**src/eida_pkg.sv**
```systemverilog
// ----------------------------------------------------------------------------
// eida_pkg
// Shared types, constants and helpers for the identifier allocator.
// ----------------------------------------------------------------------------
package eida_pkg;

  localparam int MAX_IDS  = 1024;
  localparam int SIG_BITS = 32;
  localparam int ID_W     = (MAX_IDS > 1) ? $clog2(MAX_IDS) : 1;
  localparam int CNT_W    = $clog2(MAX_IDS + 1);
  localparam int ENT_W    = 16;
  localparam int COMP_W   = 5;
  localparam int EOUT_W   = 10;
  localparam int SOUT_W   = 32;
  localparam int LIVE_W   = 11;

  typedef enum logic [1:0] {
    OP_CREATE  = 2'd0,
    OP_DESTROY = 2'd1,
    OP_SET     = 2'd2,
    OP_READ    = 2'd3
  } op_t;

  typedef enum logic [1:0] {
    ST_OK       = 2'd0,
    ST_NO_FREE  = 2'd1,
    ST_RANGE    = 2'd2,
    ST_NONE_LIVE = 2'd3
  } status_t;

  typedef enum logic [1:0] {
    S_IDLE  = 2'd0,
    S_FETCH = 2'd1,
    S_EXEC  = 2'd2
  } ctrl_state_t;

  typedef struct packed {
    op_t               op;
    logic [ENT_W-1:0]  entity_in;
    logic [COMP_W-1:0] component;
  } in_t;

  typedef struct packed {
    logic [EOUT_W-1:0] entity_out;
    logic [SOUT_W-1:0] signature;
    logic              has_component;
    logic [LIVE_W-1:0] live_count;
    status_t           status;
  } out_t;

  typedef struct packed {
    logic            rd_en;
    logic [ID_W-1:0] rd_addr;
    logic            wr_en;
    logic [ID_W-1:0] wr_addr;
    logic [ID_W-1:0] wr_data;
  } fl_req_t;

  typedef struct packed {
    logic                rd_en;
    logic [ID_W-1:0]     rd_addr;
    logic                wr_en;
    logic [ID_W-1:0]     wr_addr;
    logic [SIG_BITS-1:0] wr_data;
  } sig_req_t;

  function automatic logic [SIG_BITS-1:0] comp_mask(logic [COMP_W-1:0] c);
    logic [SIG_BITS-1:0] m;
    m = '0;
    if (int'(c) < SIG_BITS) begin
      m = SIG_BITS'(1) << c;
    end
    return m;
  endfunction

  function automatic logic [SOUT_W-1:0] sig_to_out(logic [SIG_BITS-1:0] s);
    logic [SIG_BITS+SOUT_W-1:0] w;
    w = {{SOUT_W{1'b0}}, s};
    return w[SOUT_W-1:0];
  endfunction

  function automatic logic [EOUT_W-1:0] id_to_out(logic [ID_W-1:0] id);
    logic [ID_W+EOUT_W-1:0] w;
    w = {{EOUT_W{1'b0}}, id};
    return w[EOUT_W-1:0];
  endfunction

  function automatic logic [LIVE_W-1:0] live_to_out(logic [CNT_W-1:0] n);
    logic [CNT_W+LIVE_W-1:0] w;
    w = {{LIVE_W{1'b0}}, n};
    return w[LIVE_W-1:0];
  endfunction

endpackage

```
**src/eida_ctrl.sv**
```systemverilog
// ----------------------------------------------------------------------------
// eida_ctrl
// Request sequencer: list pointers, live count, read-modify-write of memories.
// ----------------------------------------------------------------------------
module eida_ctrl (
  input  logic                          clk,
  input  logic                          rst_n,
  input  logic                          start,
  input  eida_pkg::in_t                 in_req,
  output logic                          busy,
  input  logic                          mem_ready,
  output eida_pkg::fl_req_t             fl_req,
  input  logic [eida_pkg::ID_W-1:0]     fl_rd_data,
  output eida_pkg::sig_req_t            sig_req,
  input  logic [eida_pkg::SIG_BITS-1:0] sig_rd_data,
  output logic                          out_valid,
  output eida_pkg::out_t                out_res
);

  localparam logic [eida_pkg::ID_W-1:0]  LAST_ID = eida_pkg::ID_W'(eida_pkg::MAX_IDS - 1);
  localparam logic [eida_pkg::CNT_W-1:0] FULL    = eida_pkg::CNT_W'(eida_pkg::MAX_IDS);
  localparam logic [eida_pkg::ENT_W:0]   ENT_LIM = (eida_pkg::ENT_W + 1)'(eida_pkg::MAX_IDS);

  eida_pkg::ctrl_state_t         state_r, state_nxt;
  eida_pkg::in_t                 req_r, req_nxt;
  logic [eida_pkg::ID_W-1:0]     head_r, head_nxt;
  logic [eida_pkg::ID_W-1:0]     tail_r, tail_nxt;
  logic [eida_pkg::CNT_W-1:0]    live_r, live_nxt;
  logic [eida_pkg::ID_W-1:0]     id_r, id_nxt;
  logic                          out_valid_r, out_valid_nxt;
  eida_pkg::out_t                out_res_r, out_res_nxt;
  logic                          accept;
  logic                          ok;
  logic [eida_pkg::SIG_BITS-1:0] mask;
  logic [eida_pkg::SIG_BITS-1:0] sig;
  logic [eida_pkg::ID_W-1:0]     ent_idx;

  assign busy    = (state_r != eida_pkg::S_IDLE) || !mem_ready;
  assign accept  = start && !busy;
  assign mask    = eida_pkg::comp_mask(req_r.component);
  assign ent_idx = req_r.entity_in[eida_pkg::ID_W-1:0];

  always_comb begin
    state_nxt     = state_r;
    req_nxt       = req_r;
    head_nxt      = head_r;
    tail_nxt      = tail_r;
    live_nxt      = live_r;
    id_nxt        = id_r;
    out_valid_nxt = 1'b0;
    out_res_nxt   = out_res_r;
    fl_req        = '0;
    sig_req       = '0;
    ok            = 1'b0;
    sig           = '0;
    case (state_r)
      eida_pkg::S_IDLE: begin
        if (accept) begin
          req_nxt         = in_req;
          fl_req.rd_en    = 1'b1;
          fl_req.rd_addr  = head_r;
          sig_req.rd_en   = 1'b1;
          sig_req.rd_addr = in_req.entity_in[eida_pkg::ID_W-1:0];
          state_nxt = (in_req.op == eida_pkg::OP_CREATE) ? eida_pkg::S_FETCH
                                                         : eida_pkg::S_EXEC;
        end
      end
      eida_pkg::S_FETCH: begin
        id_nxt          = fl_rd_data;
        sig_req.rd_en   = 1'b1;
        sig_req.rd_addr = fl_rd_data;
        state_nxt       = eida_pkg::S_EXEC;
      end
      eida_pkg::S_EXEC: begin
        out_valid_nxt          = 1'b1;
        out_res_nxt.entity_out = req_r.entity_in[eida_pkg::EOUT_W-1:0];
        out_res_nxt.status     = eida_pkg::ST_OK;
        if (req_r.op == eida_pkg::OP_CREATE) begin
          if (live_r == FULL) begin
            out_res_nxt.status     = eida_pkg::ST_NO_FREE;
            out_res_nxt.entity_out = '0;
          end else begin
            ok                     = 1'b1;
            sig                    = sig_rd_data;
            out_res_nxt.entity_out = eida_pkg::id_to_out(id_r);
            head_nxt               = (head_r == LAST_ID) ? '0 : head_r + 1'b1;
            live_nxt               = live_r + 1'b1;
          end
        end else if ({1'b0, req_r.entity_in} >= ENT_LIM) begin
          out_res_nxt.status = eida_pkg::ST_RANGE;
        end else if (req_r.op == eida_pkg::OP_DESTROY) begin
          if (live_r == '0) begin
            out_res_nxt.status = eida_pkg::ST_NONE_LIVE;
          end else begin
            ok              = 1'b1;
            sig_req.wr_en   = 1'b1;
            sig_req.wr_addr = ent_idx;
            sig_req.wr_data = '0;
            fl_req.wr_en    = 1'b1;
            fl_req.wr_addr  = tail_r;
            fl_req.wr_data  = ent_idx;
            tail_nxt        = (tail_r == LAST_ID) ? '0 : tail_r + 1'b1;
            live_nxt        = live_r - 1'b1;
          end
        end else if (req_r.op == eida_pkg::OP_SET) begin
          ok              = 1'b1;
          sig             = sig_rd_data | mask;
          sig_req.wr_en   = 1'b1;
          sig_req.wr_addr = ent_idx;
          sig_req.wr_data = sig;
        end else begin
          ok  = 1'b1;
          sig = sig_rd_data;
        end
        out_res_nxt.signature     = eida_pkg::sig_to_out(sig);
        out_res_nxt.has_component = ok && ((sig & mask) != '0);
        out_res_nxt.live_count    = eida_pkg::live_to_out(live_nxt);
        state_nxt                 = eida_pkg::S_IDLE;
      end
      default: begin
        state_nxt = eida_pkg::S_IDLE;
      end
    endcase
  end

  always_ff @(posedge clk) begin
    if (!rst_n) begin
      state_r     <= eida_pkg::S_IDLE;
      head_r      <= '0;
      tail_r      <= '0;
      live_r      <= '0;
      out_valid_r <= 1'b0;
    end else begin
      state_r     <= state_nxt;
      head_r      <= head_nxt;
      tail_r      <= tail_nxt;
      live_r      <= live_nxt;
      out_valid_r <= out_valid_nxt;
    end
  end

  always_ff @(posedge clk) begin
    req_r     <= req_nxt;
    id_r      <= id_nxt;
    out_res_r <= out_res_nxt;
  end

  assign out_valid = out_valid_r;
  assign out_res   = out_res_r;

`ifndef SYNTH
  a_live_bound: assert property (@(posedge clk) disable iff (!rst_n)
    live_r <= FULL)
    else $error("live count above capacity");

  a_strobe_after_exec: assert property (@(posedge clk) disable iff (!rst_n)
    out_valid_r |-> $past(state_r) == eida_pkg::S_EXEC)
    else $error("result strobe without execute cycle");

  a_accept_leaves_idle: assert property (@(posedge clk) disable iff (!rst_n)
    accept |=> state_r != eida_pkg::S_IDLE)
    else $error("accepted request did not start");

  a_live_changes_on_exec: assert property (@(posedge clk) disable iff (!rst_n)
    (live_r != $past(live_r)) |-> $past(state_r) == eida_pkg::S_EXEC)
    else $error("live count moved outside execute");

  a_no_accept_while_clearing: assert property (@(posedge clk) disable iff (!rst_n)
    !mem_ready |-> !accept)
    else $error("request taken during clearing sweep");
`endif

endmodule

```
**config.mk**
```make
export PLATFORM = sky130hd
export DESIGN_NAME = eida_ctrl
export DESIGN_NICKNAME = d
export VERILOG_FILES = /design/src/eida_pkg.sv /design/src/eida_ctrl.sv
export SDC_FILE = /design/constraint.sdc
export NUM_CORES = 1
export LEC_CHECK = 0
export BUFFER_PORTS_ARGS = -buffer_cell sky130_fd_sc_hd__buf_4
export CORE_ASPECT_RATIO = 0.7
export CORE_UTILIZATION = 55
export CTS_BUF_LIST = sky130_fd_sc_hd__clkbuf_16
export DETAILED_ROUTE_END_ITERATION = 16
export PLACE_DENSITY = 0.9
export SLEW_MARGIN = 20
export SYNTH_ARGS = -nofsm -noshare
export SYNTH_HDL_FRONTEND = slang
export SYNTH_SLANG_ARGS = --single-unit
```
**constraint.sdc**
```tcl
create_clock -name clk -period 10.2 [get_ports clk]
set_input_delay 1.02 -clock clk [delete_from_list [all_inputs] [get_ports clk]]
set_output_delay 1.02 -clock clk [all_outputs]
set_load 0.05 [all_outputs]
```
==> metrics.cfg <==
[logic_synthesis]
yosysWarnings = 0
synth_area_um2 = 6560
ys_dominant_reg_cell = edfxtp_1
synth_edf_count = 89
avgSynthCellArea_um2 = 9.65
synth.distinct_cells = 68
netlist_instances = 679
synth_fp_nets = 752
ys_seq_elements = 123
synthArstFlopShare_pct = 0
ys_seq_area_share_pct = 51.2

[sta]
finalSetupViolCount = 0
relSlewSlack_pct = 30.4
fin_ws_ns = 5.63
worst_pin_slew_ns = 1.04
fin_skew_ns = 0.0105
fin_tns_setup_ns = 0
report.final.slew_viol_count = 0
grt_setup_unrepaired = no
min_period_ns = 4.57
hold_viol_final = 0
timing.final.crit_share_pct = 44.8
max_freq_mhz = 219

[clock_tree]
cts_resized = 0
insertion_delay_ns = 0.42
postCtsHoldBufs = 0
clkTransAtPathRegs_ns = 0.06
clockBufferDepth = 2
cts_buffers = 17
cts_tree = done
post-cts-setup-buffers = 0
clock_tree.root_cell = clkbuf_16
htree_levels = 4
cts_sinks = 123

[worst_setup_path]
cp-end-kind = output port
cp-start-kind = flop
rr_worst_depth = 9
path_max_fanout = 33
criticalPathCategory = flop to output port
cp.arrival_ns = 3.55
worstPathRequired_ns = 9.18

[placement]
placedCellCount = 1005
io_buffers = 212
dp_hpwl_um = 14300
place_ws_ns = 6.04
gp_congestion = 0.934

[status]
run_status = finished clean

[detailed_routing]
via_per_inst = 6.16
first_pass_iters = 9
ant_nets = 0
drc = 0
wl_um = 20200
vias = 6386
wire_per_inst_um = 19.5
drt_iter0_markers = 875

[floorplanning]
die_x_um = 132
row_count = 32
io_pins = 213
fp.dieH_um = 93.3
die-area_um2 = 12400
coreArea_um2 = 11300
initial_core_util_pct = 58.1

[flow_run]
maxCapViolCount = 0

[pwr]
power_uw = 1240
powerDensity_nw_per_um2 = 142
p_leak_uw = 0.00354
ir_drop_mv = 0.122

[final_layout]
area_growth_pct = 33.3
antenna_cells = 0
num-fill-cells = 789
final_nets = 944
final_layout_size_suffix_gt1_share_pct = 30.4
fin_util_pct = 77.4
instances_no_fill = 1037

[global_route]
grt_usage_pct = 33.1
grt_pass1_vias = 6079
grt_pass1_wl_um = 31500
antenna_found_initial = 0
gr-total-overflow = 0
grt_max_degree = 59

[min_path]
hold_path.class = flop to flop
holdPathStages = 1

[state kept, by name (all words and copies together), names as in the netlist]
name	count
state_r	2
ent_idx	10
id_r	10
out_res	56
req_r	13
out_valid	1
live_r	11
tail_r	10
head_r	10
[critical path, cell delays in order (launching register included)]
cell and delay [ns]:
dfxtp_1 0.38, inv_1 0.08, ha_1 0.15, nor2b_1 0.41, and4b_1 0.47, nor2_4 0.09, nand2_2 0.11, inv_2 0.20
a21oi_1 0.85, nor2b_1 0.13, buf_4 0.24
[path summary, 6_finish.rpt]
check | from | slack, ns | endpoint
worst min register to register | id_r[4] | 0.53 | out_res[50]
worst max-delay path | live_r[1] | 5.63 | sig_req[35]
worst min-delay path | id_r[4] | 0.53 | out_res[50]
worst max register to register | live_r[1] | 6.85 | out_res[13]
[cell usage after synthesis, types with 6 or more instances]
cell type    n  area [um^2]
a31oi_1     12         75.1
xor2_1      10         87.6
inv_1       10         37.5
buf_2       10         50.1
or3_1       10         62.6
edfxtp_1    89         2670
nor2b_1     15         93.8
xnor2_1     20          175
and2_1      42          263
and3_1       9         56.3
nand2_1     29          109
nor3_1      17         85.1
nand3_1     16         80.1
clkbuf_1    32          120
a21oi_1     65          325
dfxtp_1     34          681
a22o_1      23          201
nand4_1     10         62.6
a21boi_0     6         45.0
nand2b_1    10         62.6
o21ai_0     18         90.1
nor2_1     118          443
[metal layers]
layer  track usage, %  wire length, um
met5                0                0
met4             12.6              598
met3             8.83             2550
met2             53.4             9120
met1             43.0             7910
[power by group]
part / internal (uW) / switching, uW / total (uW)
combinational: 47.1 / 82.4 / 129
clock: 329 / 221 / 550
sequential: 549 / 10.7 / 559
total: 925 / 314 / 1240
[cells in the final DEF, fill, tap and decap left out, types with 6 or more instances in the layout]
cell / count
o21ai_0: 18
and3_1: 9
a21oi_1: 65
or3_1: 10
a21boi_0: 6
clkbuf_16: 17
nor2_1: 118
inv_1: 11
and2_1: 42
buf_4: 218
edfxtp_1: 89
dfxtp_1: 34
nor2b_1: 15
nand4_1: 10
a31oi_1: 12
nand3_1: 16
xnor2_1: 20
nor3_1: 16
nand2b_1: 10
xor2_1: 10
a22o_1: 23
nand2_1: 29
[kinds of logic (layout without fill, tap and decap cells)]
family          Yosys count  after routing  synth area share, %
simple gates            308            308                 24.7
fa+ha+maj                 4              4                0.764
xor+xnor                 30             30                 4.01
compound gates          154            154                 15.2
buf+inv                  56            261                 3.51
mux                       4              4                0.649
flops                   123            123                 51.2
[stage by stage]
stage / instance area, um^2 / hold slack, ns
after global placement: 8200 / 0.489
after floorplan: 6560 / 0.462
after global routing: 8740 / 0.553
after CTS: 8740 / 0.533
final: 8740 / 0.532
after detailed placement: 8200 / 0.506
[layout make-up]
type	instances	area, um^2	share of cell area (%)
Multi-Input combinational cell	500	2980	34.1
Clock buffer	17	425	4.87
Tap cell	153	191	2.19
Timing Repair Buffer	218	1640	18.7
Clock inverter	15	111	1.27
Inverter	11	41.3	0.473
Sequential cell	123	3350	38.4
Power figures use the tool's default switching activity.
